<file path="src/aff_pkg.sv">
// ----------------------------------------------------------------------------
// aff_pkg
// Shared types and constants of the ASCII frame field parser: byte codes,
// report kinds, register addresses and the frame record between modules.
// ----------------------------------------------------------------------------
package aff_pkg;

  // Start bytes of a frame
  localparam logic [7:0] CHAR_GT   = 8'h3E;  // '>'
  localparam logic [7:0] CHAR_E    = 8'h45;  // 'E'
  localparam logic [7:0] CHAR_D    = 8'h44;  // 'D'
  localparam logic [7:0] CHAR_BANG = 8'h21;  // '!'

  // Command bytes
  localparam logic [7:0] CHAR_EQ = 8'h3D;    // '='
  localparam logic [7:0] CHAR_R  = 8'h52;    // 'R'

  // Digit range and the ignored filler byte
  localparam logic [7:0] DIGIT_ZERO = 8'h30;
  localparam logic [7:0] DIGIT_NINE = 8'h39;
  localparam logic [7:0] CHAR_NUL   = 8'h00;

  // Register addresses with a report kind of their own
  localparam logic [7:0] ADDR_MIN        = 8'd11;
  localparam logic [7:0] ADDR_MAX        = 8'd12;
  localparam logic [7:0] ADDR_AUDIO      = 8'd17;
  localparam logic [7:0] ADDR_TWO_BUTTON = 8'd18;

  // Report kinds
  localparam logic [3:0] KIND_RAW         = 4'd0;
  localparam logic [3:0] KIND_MIN         = 4'd1;
  localparam logic [3:0] KIND_MAX         = 4'd2;
  localparam logic [3:0] KIND_AUDIO       = 4'd3;
  localparam logic [3:0] KIND_TWO_BUTTON  = 4'd4;
  localparam logic [3:0] KIND_OTHER       = 4'd5;
  localparam logic [3:0] KIND_ERROR       = 4'd6;
  localparam logic [3:0] KIND_BAD_CONTROL = 4'd7;
  localparam logic [3:0] KIND_UNKNOWN     = 4'd8;

  // Saturation ceiling of a digit run
  localparam logic [15:0] RUN_MAX = 16'hFFFF;

  // Finished frame as seen by the classifier and the result register
  typedef struct packed {
    logic        done;
    logic [7:0]  control_code;
    logic [7:0]  command_code;
    logic [15:0] value;
    logic [7:0]  address;
  } frame_t;

endpackage

</file>
<file path="src/aff_in_if.sv">
// ----------------------------------------------------------------------------
// aff_in_if
// Byte channel into the parser: valid/ready handshake with one received byte.
// ----------------------------------------------------------------------------
interface aff_in_if;
  logic       valid;
  logic       ready;
  logic [7:0] rx_byte;

  modport source (output valid, output rx_byte, input ready);
  modport sink   (input valid, input rx_byte, output ready);
endinterface

</file>
<file path="src/aff_out_if.sv">
// ----------------------------------------------------------------------------
// aff_out_if
// Report channel out of the parser: valid/ready handshake with one report.
// ----------------------------------------------------------------------------
interface aff_out_if;
  logic        valid;
  logic        ready;
  logic [3:0]  report_kind;
  logic [15:0] value;
  logic [7:0]  address;
  logic [7:0]  control_code;
  logic [7:0]  command_code;

  modport source (output valid, output report_kind, output value, output address,
                  output control_code, output command_code, input ready);
  modport sink   (input valid, input report_kind, input value, input address,
                  input control_code, input command_code, output ready);
endinterface

</file>
<file path="src/aff_frame_tracker.sv">
// ----------------------------------------------------------------------------
// aff_frame_tracker
// Frame state machine: hunts the start byte, takes the command byte and
// accumulates two saturating decimal runs. Flags the frame as done on the
// byte that ends the second run.
// ----------------------------------------------------------------------------
module aff_frame_tracker (
  input  logic            clk,
  input  logic            rst,
  input  logic            advance,
  input  logic [7:0]      rx_byte,
  output aff_pkg::frame_t frame
);

  typedef enum logic [1:0] {
    HUNT       = 2'd0,
    COMMAND    = 2'd1,
    FIRST_RUN  = 2'd2,
    SECOND_RUN = 2'd3
  } field_t;

  field_t      field_index;
  field_t      field_index_next;
  logic [7:0]  control_store;
  logic [7:0]  control_store_next;
  logic [7:0]  command_store;
  logic [7:0]  command_store_next;
  logic [15:0] value_store;
  logic [15:0] value_store_next;
  logic [15:0] digit_accumulator;
  logic [15:0] digit_accumulator_next;

  logic        is_start;
  logic        is_digit;
  logic        is_nul;
  logic [19:0] acc_scaled;
  logic [15:0] acc_sat;
  logic        run_end;

  // Classify the incoming byte
  assign is_start = rx_byte inside {aff_pkg::CHAR_GT, aff_pkg::CHAR_E,
                                    aff_pkg::CHAR_D, aff_pkg::CHAR_BANG};
  assign is_digit = rx_byte inside {[aff_pkg::DIGIT_ZERO:aff_pkg::DIGIT_NINE]};
  assign is_nul   = (rx_byte == aff_pkg::CHAR_NUL);
  assign run_end  = !is_digit && !is_nul;

  // acc * 10 + digit as 8x + 2x + d, then clamp
  assign acc_scaled = {1'b0, digit_accumulator, 3'b000}
                    + {3'b000, digit_accumulator, 1'b0}
                    + {16'h0000, rx_byte[3:0]};
  assign acc_sat    = (acc_scaled[19:16] != 4'h0) ? aff_pkg::RUN_MAX : acc_scaled[15:0];

  // Next state of the frame
  always_comb begin
    field_index_next       = field_index;
    control_store_next     = control_store;
    command_store_next     = command_store;
    value_store_next       = value_store;
    digit_accumulator_next = digit_accumulator;
    case (field_index)
      HUNT: begin
        if (is_start) begin
          control_store_next = rx_byte;
          field_index_next   = COMMAND;
        end
      end
      COMMAND: begin
        command_store_next = rx_byte;
        field_index_next   = FIRST_RUN;
      end
      FIRST_RUN: begin
        if (is_digit) begin
          digit_accumulator_next = acc_sat;
        end else if (run_end) begin
          value_store_next       = digit_accumulator;
          digit_accumulator_next = 16'h0000;
          field_index_next       = SECOND_RUN;
        end
      end
      SECOND_RUN: begin
        if (is_digit) begin
          digit_accumulator_next = acc_sat;
        end else if (run_end) begin
          digit_accumulator_next = 16'h0000;
          field_index_next       = HUNT;
        end
      end
      default: begin
        field_index_next = HUNT;
      end
    endcase
  end

  // Hold frame state; advance only on a byte taken by the core
  always_ff @(posedge clk) begin
    if (rst) begin
      field_index       <= HUNT;
      control_store     <= 8'h00;
      command_store     <= 8'h00;
      value_store       <= 16'h0000;
      digit_accumulator <= 16'h0000;
    end else if (advance) begin
      field_index       <= field_index_next;
      control_store     <= control_store_next;
      command_store     <= command_store_next;
      value_store       <= value_store_next;
      digit_accumulator <= digit_accumulator_next;
    end
  end

  // Report the finished frame with the fields as they stand
  assign frame.done         = (field_index == SECOND_RUN) && run_end;
  assign frame.control_code = control_store;
  assign frame.command_code = command_store;
  assign frame.value        = value_store;
  assign frame.address      = digit_accumulator[7:0];

endmodule

</file>
<file path="src/aff_classifier.sv">
// ----------------------------------------------------------------------------
// aff_classifier
// Maps a finished frame to its report kind from the control byte, the
// command byte and the register address.
// ----------------------------------------------------------------------------
module aff_classifier (
  input  aff_pkg::frame_t frame,
  output logic [3:0]      report_kind
);

  logic [3:0] reg_kind;

  // Pick the kind of a register read by address
  always_comb begin
    case (frame.address)
      aff_pkg::ADDR_MIN:        reg_kind = aff_pkg::KIND_MIN;
      aff_pkg::ADDR_MAX:        reg_kind = aff_pkg::KIND_MAX;
      aff_pkg::ADDR_AUDIO:      reg_kind = aff_pkg::KIND_AUDIO;
      aff_pkg::ADDR_TWO_BUTTON: reg_kind = aff_pkg::KIND_TWO_BUTTON;
      default:                  reg_kind = aff_pkg::KIND_OTHER;
    endcase
  end

  // Bad control byte wins, then the command decides
  always_comb begin
    if (frame.control_code != aff_pkg::CHAR_GT) begin
      report_kind = aff_pkg::KIND_BAD_CONTROL;
    end else begin
      case (frame.command_code)
        aff_pkg::CHAR_EQ: report_kind = aff_pkg::KIND_RAW;
        aff_pkg::CHAR_R:  report_kind = reg_kind;
        aff_pkg::CHAR_E:  report_kind = aff_pkg::KIND_ERROR;
        default:          report_kind = aff_pkg::KIND_UNKNOWN;
      endcase
    end
  end

endmodule

</file>
<file path="src/ascii_frame_field_parser.sv">
// ----------------------------------------------------------------------------
// ascii_frame_field_parser
// Parses framed ASCII replies byte by byte and emits one classified report
// per complete frame.
// ----------------------------------------------------------------------------
// The parser takes one received byte per clock unless report back-pressure
// holds it, and never stalls on its own: a byte is captured in an input
// register, the frame tracker and classifier act on it as it advances from
// there, and a report, when the byte closes a frame, is loaded into the output
// register as that byte advances. While a report waits to be taken the input
// accepts one more byte into the empty input register; it holds only when the
// output register is full and not being drained and a byte is already waiting
// in the input register. A frame is a start byte ('>', 'E', 'D' or '!'), any
// command byte, then two decimal runs each closed by a non-digit byte; NUL
// bytes inside a run are skipped and runs saturate at 65535. Address is the
// low byte of the second run.
module ascii_frame_field_parser (
  input  logic      clk,
  input  logic      rst,
  aff_in_if.sink    rx,
  aff_out_if.source report
);

  logic            s1_valid;
  logic [7:0]      s1_byte;
  logic            advance;
  aff_pkg::frame_t frame;
  logic [3:0]      frame_kind;

  logic            out_valid;
  logic [3:0]      out_kind;
  logic [15:0]     out_value;
  logic [7:0]      out_address;
  logic [7:0]      out_control;
  logic [7:0]      out_command;

  // Process the held byte when the result register is free or draining
  assign advance  = s1_valid && (!out_valid || report.ready);
  assign rx.ready = !s1_valid || advance;

  // Input register
  always_ff @(posedge clk) begin
    if (rst) begin
      s1_valid <= 1'b0;
    end else if (rx.ready) begin
      s1_valid <= rx.valid;
    end
  end

  always_ff @(posedge clk) begin
    if (rx.valid && rx.ready) begin
      s1_byte <= rx.rx_byte;
    end
  end

  aff_frame_tracker u_tracker (
    .clk     (clk),
    .rst     (rst),
    .advance (advance),
    .rx_byte (s1_byte),
    .frame   (frame)
  );

  aff_classifier u_classifier (
    .frame       (frame),
    .report_kind (frame_kind)
  );

  // Result register: load on a closing byte, drop after the transfer
  always_ff @(posedge clk) begin
    if (rst) begin
      out_valid <= 1'b0;
    end else if (advance) begin
      out_valid <= frame.done;
    end else if (report.ready) begin
      out_valid <= 1'b0;
    end
  end

  always_ff @(posedge clk) begin
    if (advance && frame.done) begin
      out_kind    <= frame_kind;
      out_value   <= frame.value;
      out_address <= frame.address;
      out_control <= frame.control_code;
      out_command <= frame.command_code;
    end
  end

  assign report.valid        = out_valid;
  assign report.report_kind  = out_kind;
  assign report.value        = out_value;
  assign report.address      = out_address;
  assign report.control_code = out_control;
  assign report.command_code = out_command;

  // An empty input register always takes a byte
  a_empty_ready : assert property (@(posedge clk) disable iff (rst)
    !s1_valid |-> rx.ready)
    else $error("input register empty but not ready");

  // A waiting byte is processed whenever no report is pending
  a_byte_advances : assert property (@(posedge clk) disable iff (rst)
    (s1_valid && !out_valid) |-> advance)
    else $error("byte held with free result register");

  // A report never carries a kind outside the defined set
  a_kind_range : assert property (@(posedge clk) disable iff (rst)
    out_valid |-> (out_kind <= aff_pkg::KIND_UNKNOWN))
    else $error("report kind out of range");

  // Only frames started by '>' classify below the bad-control kind
  a_good_control : assert property (@(posedge clk) disable iff (rst)
    (out_valid && (out_kind < aff_pkg::KIND_BAD_CONTROL))
      |-> (out_control == aff_pkg::CHAR_GT))
    else $error("report kind disagrees with control byte");

endmodule
</file>
<file path="src/flat_wrapper.sv">
// flat-port wrapper written by rule: the top's interface ports become plain ports
module ascii_frame_field_parser_flat 
  (clk, rst, rx_valid, rx_rx_byte, rx_ready, report_valid, report_report_kind, report_value, report_address, report_control_code, report_command_code, report_ready);
  aff_in_if rx_i ();
  aff_out_if report_i ();
  input  logic clk;
  input  logic rst;
  input wire logic [$bits(rx_i.valid)-1:0] rx_valid;
  input wire logic [$bits(rx_i.rx_byte)-1:0] rx_rx_byte;
  output wire logic [$bits(rx_i.ready)-1:0] rx_ready;
  output wire logic [$bits(report_i.valid)-1:0] report_valid;
  output wire logic [$bits(report_i.report_kind)-1:0] report_report_kind;
  output wire logic [$bits(report_i.value)-1:0] report_value;
  output wire logic [$bits(report_i.address)-1:0] report_address;
  output wire logic [$bits(report_i.control_code)-1:0] report_control_code;
  output wire logic [$bits(report_i.command_code)-1:0] report_command_code;
  input wire logic [$bits(report_i.ready)-1:0] report_ready;
  assign rx_i.valid = rx_valid;
  assign rx_i.rx_byte = rx_rx_byte;
  assign rx_ready = rx_i.ready;
  assign report_valid = report_i.valid;
  assign report_report_kind = report_i.report_kind;
  assign report_value = report_i.value;
  assign report_address = report_i.address;
  assign report_control_code = report_i.control_code;
  assign report_command_code = report_i.command_code;
  assign report_i.ready = report_ready;
  ascii_frame_field_parser u_core (.clk(clk), .rst(rst), .rx(rx_i), .report(report_i));
endmodule
</file>
<file path="config.mk">
export PLATFORM = sky130hd
export DESIGN_NAME = ascii_frame_field_parser_flat
export DESIGN_NICKNAME = d
export VERILOG_FILES = /design/src/aff_pkg.sv /design/src/aff_in_if.sv /design/src/aff_out_if.sv /design/src/aff_frame_tracker.sv /design/src/aff_classifier.sv /design/src/ascii_frame_field_parser.sv /design/src/flat_wrapper.sv
export SDC_FILE = /design/constraint.sdc
export NUM_CORES = 1
export LEC_CHECK = 0
export BUFFER_PORTS_ARGS = -buffer_cell sky130_fd_sc_hd__buf_2
export CELL_PAD_IN_SITES_DETAIL_PLACEMENT = 2
export CELL_PAD_IN_SITES_GLOBAL_PLACEMENT = 2
export CORE_MARGIN = 2
export CORE_UTILIZATION = 35
export DETAILED_ROUTE_END_ITERATION = 8
export GPL_TIMING_DRIVEN = 0
export PLACE_DENSITY_LB_ADDON = 0.1
export SLEW_MARGIN = 20
export SYNTH_ARGS = -nofsm -noshare
export SYNTH_HDL_FRONTEND = slang
export SYNTH_SLANG_ARGS = --single-unit
</file>
<file path="constraint.sdc">
create_clock -name clk -period 2.8 [get_ports clk]
set_input_delay 0.56 -clock clk [delete_from_list [all_inputs] [get_ports clk]]
set_output_delay 0.56 -clock clk [all_outputs]
set_load 0.1 [all_outputs]
</file>
==> flow_summary.toml, run 1 <==
[drt]
drc = 0
drtIter0Drc = 198
first_pass_iters = 4
avgViaCountPerCell = 5.30
drt_wl_total_microns = 13900
ant_nets = 0
route.vias.total = 3745
routedWlPerCell_microns = 19.7

[finish]
fillCellCount = 1419
ff_latch_area_sq_mm = 0.00261
finalNetCount = 571
drive_gt1_share_pct = 26.8
multi_input_area_sq_mm = 0.00247
num_antenna_cells = 0
fin_util_pct = 44.5
area_growth_pct = 23.3

[worst_setup_path]
path_max_fanout = 6
crit_required_ns = 3.01
end_kind = "flop"
worstPathArrival_ns = 3.19
cp-start-kind = "flop"
path_class = "reg -> reg"

[status]
status = "finished with violations"
violations = "setup timing"

[grt]
grt_pass1_wl_microns = 21900
grt_pass1_vias = 3898
antenna_found_initial = 0
grt_max_degree = 33
track_usage_pct = 18.9
overflow = 0

[power_and_ir_drop]
p_per_area_mw_per_mm2 = 465
switching_share_pct = 22.5
peakVddDrop_uv = 285
finalPower_w = 0.00288
p_sw_w = 0.000648
p_leak_nw = 2.42
clock_power_share_pct = 41.8
p_int_w = 0.00224
power_frac_seq_pct = 55.9
combinationalPowerShare_pct = 2.3

[clock_network]
cts_root_buffer = "clkbuf_16"
cts.sinks = 104
htree_levels = 3
cts_buffer_depth = 2
worstSkewPairLatency_ns = 0.35
cts_tree = "built"
cts_hold_buf = 0
cts_buffers = 9
clkTransAtPathRegs_ns = 0.07

[placement]
routabilityCongestion = 0.798
hpwl_microns = 10300
io_buffer_count = 56

[floorplan]
io_pins = 58
die_w_microns = 124
initial_core_util_pct = 36.1
die_h_microns = 124
dieArea_sq_mm = 0.0154
rows = 43
fp.coreArea_sq_mm = 0.0139

[yosys]
synth_warnings = 0
synth_cells = 436
synthFlopType = "edfxtp_1"
synth_commonest_cells = "52 x dfxtp_1, 52 x edfxtp_1, 45 x nor2_1"
synth_area_sq_mm = 0.00503
yosys.cell_types.count = 59
yosysTopAreaCellShare_pct = 31.0
yosysSeqAreaShare_pct = 51.7
synth_top_area_cell = "edfxtp_1"
ys_async_sr_fraction_pct = 0
ys_seq_elements = 104
synth_fp_nets = 486
synth.avg_cell_area_sq_um = 11.5
synth-edff-count = 52
synth_area_leaders = "edfxtp_1 31%, dfxtp_1 21%, ha_1 9.0%"

[timing]
setup_ws_ns = -0.176
fmax_mhz = 336
timing.hold.ws_ns = 0.376
tns_ns = -2.08
hold_viol_final = 0
rsz0062_at_grt = "yes"
maxSlewViolCount = 0
worst_slew_pin_slew_ns = 0.609
finalSetupViolCount = 16
fin_skew_ns = 0.0114
post-route-min-period_ns = 2.98
period_share_pct = 106
relSlewSlack_pct = 59.4

[flow_run]
max_cap_violations = 0

[hold_path]
hp-class = "in -> reg"
## path summary, 6_finish.rpt
path / from / end / slack [ns] / cells past startpoint
hold / removal: rx_rx_byte[7] / u_core.s1_byte[7] / 0.38 / 1
setup reg to reg: u_core.s1_byte[3] / u_core.u_tracker.digit_accumulator[9] / -0.18 / 11
hold reg to reg: u_core.u_tracker.value_store[12] / u_core.report.value[12] / 0.44 / 0
setup / recovery: u_core.s1_byte[3] / u_core.u_tracker.digit_accumulator[9] / -0.18 / 11
## critical path, stage by stage, from the launching register on
cell       delay, ns
edfxtp_1        0.43
fa_1            0.57
inv_2           0.05
fa_2            0.34
nand2b_4        0.15
a21o_4          0.24
a31oi_4         0.19
o221ai_2        0.15
a311oi_4        0.24
buf_6           0.19
clkbuf_16       0.16
a41oi_2         0.12
## cells in the final DEF (no fill, tap or decap), drive strengths merged, types with 2 or more instances in the layout
cell     n
clkbuf  16
nand4b   2
nor3     5
nor2b    2
or3      7
a311oi   4
nor2    45
a211oi   3
xnor2    3
nand3    5
and2     3
dfxtp   52
fa       2
o21a     2
a21boi   4
o211a    2
ha      36
nor4     5
a41oi   14
a31oi    4
xor2     9
nand3b   3
nand4    4
nand2   31
a21oi   25
nor3b    2
o21ai   14
o211ai   4
or4      2
buf     83
inv     10
mux2i   32
edfxtp  52
nand2b   5
a21o    16
clkinv   4
## registers in the layout, summed over array words and instances, names as in the netlist, 8 cells and up
| register | count |
|---|---|
| u_core.u_tracker.command_store | 8 |
| u_core.u_tracker.value_store | 16 |
| u_core.u_tracker.digit_accumulator | 16 |
| u_core.s1_byte | 8 |
| u_core.report.address | 8 |
| u_core.u_tracker.control_store | 8 |
| u_core.report.value | 16 |
| u_core.report.control_code | 8 |
| u_core.report.command_code | 8 |
## stage by stage
step | worst slack [ns] | instances | instance area (sq um)
6_report | -0.176 | 706 | 6200
5_1_grt | -0.286 | 706 | 6200
4_1_cts | -0.171 | 702 | 6060
3_5_place_dp | -0.979 | 673 | 5580
3_3_place_gp | -0.939 | 672 | 5560
2_1_floorplan | -0.207 | 436 | 5050
## per-layer routing
layer	up-vias	wire [microns]	track usage [%]	share of wire, %
met3	11	430	3.21	3.1
met5	-	0	0	0
met2	52	6400	29.6	46
met1	1874	6940	27.2	50
li1	1808	-	-	-
met4	0	142	4.78	1.0
## power by group through the flow
stage / clock network [W] / logic (W) / registers, W
6_report: 0.00120 / 0.0000669 / 0.00161
5_1_grt: 0.00130 / 0.0000734 / 0.00161
4_1_cts: 0.00124 / 0.0000615 / 0.00161
3_5_place_dp: 0 / 0.0000511 / 0.00165
3_3_place_gp: 0 / 0.0000492 / 0.00165
2_1_floorplan: 0 / 0.0000322 / 0.00164
## layout make-up
cell class | count | share of cell area (%)
sequential | 104 | 42.1
timing repair buffer | 74 | 7.49
tap | 180 | 3.63
multi-input combinational | 308 | 39.8
inverter | 8 | 0.484
clock buffer | 9 | 3.63
buffer | 16 | 1.96
clock inverter | 7 | 0.928
## cell families (layout without fill, tap and decap cells)
kind of cell | count (synthesis) | count (layout) | share of synthesized area (%)
fa+ha+maj | 38 | 38 | 9.75
xor+xnor | 12 | 12 | 2.09
mux | 32 | 32 | 6.37
simple gates | 128 | 128 | 12.7
buf+inv | 24 | 114 | 2.93
compound gates | 98 | 98 | 14.4
flops | 104 | 104 | 51.7
## repair_timing
item,in CTS,in global routing
pin swaps,5,0
endpoints found under the setup margin,16,16
gates resized for setup,23,14
setup buffers,12,3
cloned,1,1
No activity file was read; power rests on OpenSTA's default activity.
==> run 2: changes to the inputs <==
- SETUP_SLACK_MARGIN: unset -> 0.4
==> run 2 against run 1 <==
The flow still finishes with violations (setup timing). Critical path depth is 1 higher. Non-clock buffer count is 6 higher. Utilization is 1.0 points higher. Setup slack worse by 0.097 ns. Final cell count is 1.3% higher. Final area is 2.3% higher. Clock power is 6% higher. Total power is 2.5% higher. Combinational power is 8.7% higher. Hold slack better by 0.011 ns. Critical endpoint is now u_core.u_tracker.digit_accumulator[1]. Largest power group unchanged.
==> flow_summary.toml, run 2 (synthesis gave the netlist of run 1 again) <==
[floorplan]
fp.coreArea_sq_mm = 0.0139
rows = 43
initial_core_util_pct = 36.1
die_h_microns = 124
dieArea_sq_mm = 0.0154
io_pins = 58
die_w_microns = 124

[power_and_ir_drop]
finalPower_w = 0.00296
p_per_area_mw_per_mm2 = 466
power_frac_seq_pct = 54.6
clock_power_share_pct = 42.9
p_int_w = 0.00232
p_leak_nw = 2.48
peakVddDrop_uv = 268
p_sw_w = 0.000633
switching_share_pct = 21.4
combinationalPowerShare_pct = 2.5

[drt]
drt_wl_total_microns = 14200
first_pass_iters = 4
drc = 0
avgViaCountPerCell = 5.31
drtIter0Drc = 112
route.vias.total = 3796
ant_nets = 0
routedWlPerCell_microns = 19.9

[clock_network]
worstSkewPairLatency_ns = 0.35
htree_levels = 3
cts_root_buffer = "clkbuf_16"
cts_buffers = 9
cts_tree = "built"
cts_hold_buf = 0
cts_buffer_depth = 2
clkTransAtPathRegs_ns = 0.07
cts.sinks = 104

[finish]
drive_gt1_share_pct = 29.0
layout_common_cells = "57 x buf_2, 52 x edfxtp_1, 46 x dfxtp_1"
fillCellCount = 1413
area_growth_pct = 26.1
num_antenna_cells = 0
finalNetCount = 580
final_common_cell = "buf_2"
finalNonFillerCells = 715
ff_latch_area_sq_mm = 0.00261
multi_input_area_sq_mm = 0.00249

[worst_setup_path]
end_kind = "flop"
rrSetupSlack_ns = -0.27
cp-start-kind = "flop"
crit_required_ns = 3.05
r2r_start = "u_core.s1_byte[3]"
path_class = "reg -> reg"
r2r_end = "u_core.u_tracker.digit_accumulator[1]"
path_max_fanout = 5
startpoint = "u_core.s1_byte[3]"
reg2reg_depth = 12
worstPathArrival_ns = 3.32

[placement]
hpwl_microns = 9900
routabilityCongestion = 0.802
dpl_worst_slack_ns = -0.999
dpl.cell_count = 672
io_buffer_count = 56

[grt]
antenna_found_initial = 0
track_usage_pct = 19.1
grt_max_degree = 23
overflow = 0
grt_pass1_wl_microns = 22100
grt_pass1_vias = 3989

[hold_path]
hp-class = "in -> reg"
min_from = "rx_rx_byte[2]"
min_path_cells = 1
min_to = "u_core.s1_byte[2]"

[timing]
fmax_mhz = 325
worst_slew_pin_slew_ns = 0.579
timing.hold.ws_ns = 0.387
period_share_pct = 110
fin_skew_ns = 0.00880
setup_ws_ns = -0.273
relSlewSlack_pct = 61.3
tns_ns = -3.51
rsz0062_at_grt = "yes"
finalSetupViolCount = 16
post-route-min-period_ns = 3.07
maxSlewViolCount = 0
hold_viol_final = 0

[status]
violations = "setup timing"
status = "finished with violations"

[flow_run]
max_cap_violations = 0
## run 2: cell type report
| type | instances | share of cell area [%] |
|---|---|---|
| Clock buffer | 10 | 3.61 |
| Multi-Input combinational cell | 308 | 39.3 |
| Timing Repair inverter | 3 | 0.355 |
| Sequential cell | 104 | 41.2 |
| Clock inverter | 6 | 1.09 |
| Inverter | 8 | 0.533 |
| Tap cell | 180 | 3.55 |
| Timing Repair Buffer | 80 | 8.44 |
| Buffer | 16 | 1.97 |
## run 2: worst max-delay path by stage
stage,slack (ns),to,cells past startpoint
5_1_grt,-0.42,u_core.u_tracker.digit_accumulator[1],12
2_1_floorplan,-0.21,u_core.u_tracker.digit_accumulator[10],10
6_report,-0.27,u_core.u_tracker.digit_accumulator[1],12
3_3_place_gp,-0.93,u_core.u_tracker.digit_accumulator[10],10
4_1_cts,-0.24,u_core.u_tracker.digit_accumulator[15],12
3_5_place_dp,-1.0,u_core.u_tracker.digit_accumulator[15],10
## run 2: power groups by stage
stage	clock, W	sequential, W	combinational (W)
after detailed placement	0	0.00165	0.0000511
after global routing	0.00137	0.00162	0.0000807
final	0.00127	0.00162	0.0000727
after CTS	0.00129	0.00162	0.0000674
after global placement	0	0.00165	0.0000491
after floorplan	0	0.00164	0.0000322
## run 2: worst max-delay path: stages (launching register included)
cell      delay [ns]
edfxtp_1        0.42
fa_1            0.54
inv_2           0.05
fa_2            0.39
nand2b_4        0.15
a21o_4          0.22
buf_6           0.12
a31oi_4         0.17
nand2b_1        0.19
a311oi_4        0.11
buf_6           0.17
buf_6           0.13
a311oi_2        0.30
## run 2: timing repair
action,4_1_cts,5_1_grt
gates cloned,4,1
endpoints found under the setup margin,70,48
gates resized for setup,39,11
setup buffers,17,5
pin swaps,14,11
## run 2: metrics by stage
stage                     cell area (sq um)  util [%]
after global placement                 5560      39.9
after detailed placement               5560      39.9
after CTS                              6240      44.8
after global routing                   6340      45.5
after floorplan                        5060         -
final                                  6340      45.5
## run 2: routing by layer
metal	share of wire (%)	vias to the layer above	GRT usage (%)	routed length, microns
li1	-	1829	-	-
met3	2.9	11	3.43	409
met4	1.0	0	4.71	147
met5	0	-	0	0
met1	49	1901	26.8	7020
met2	47	55	30.7	6660
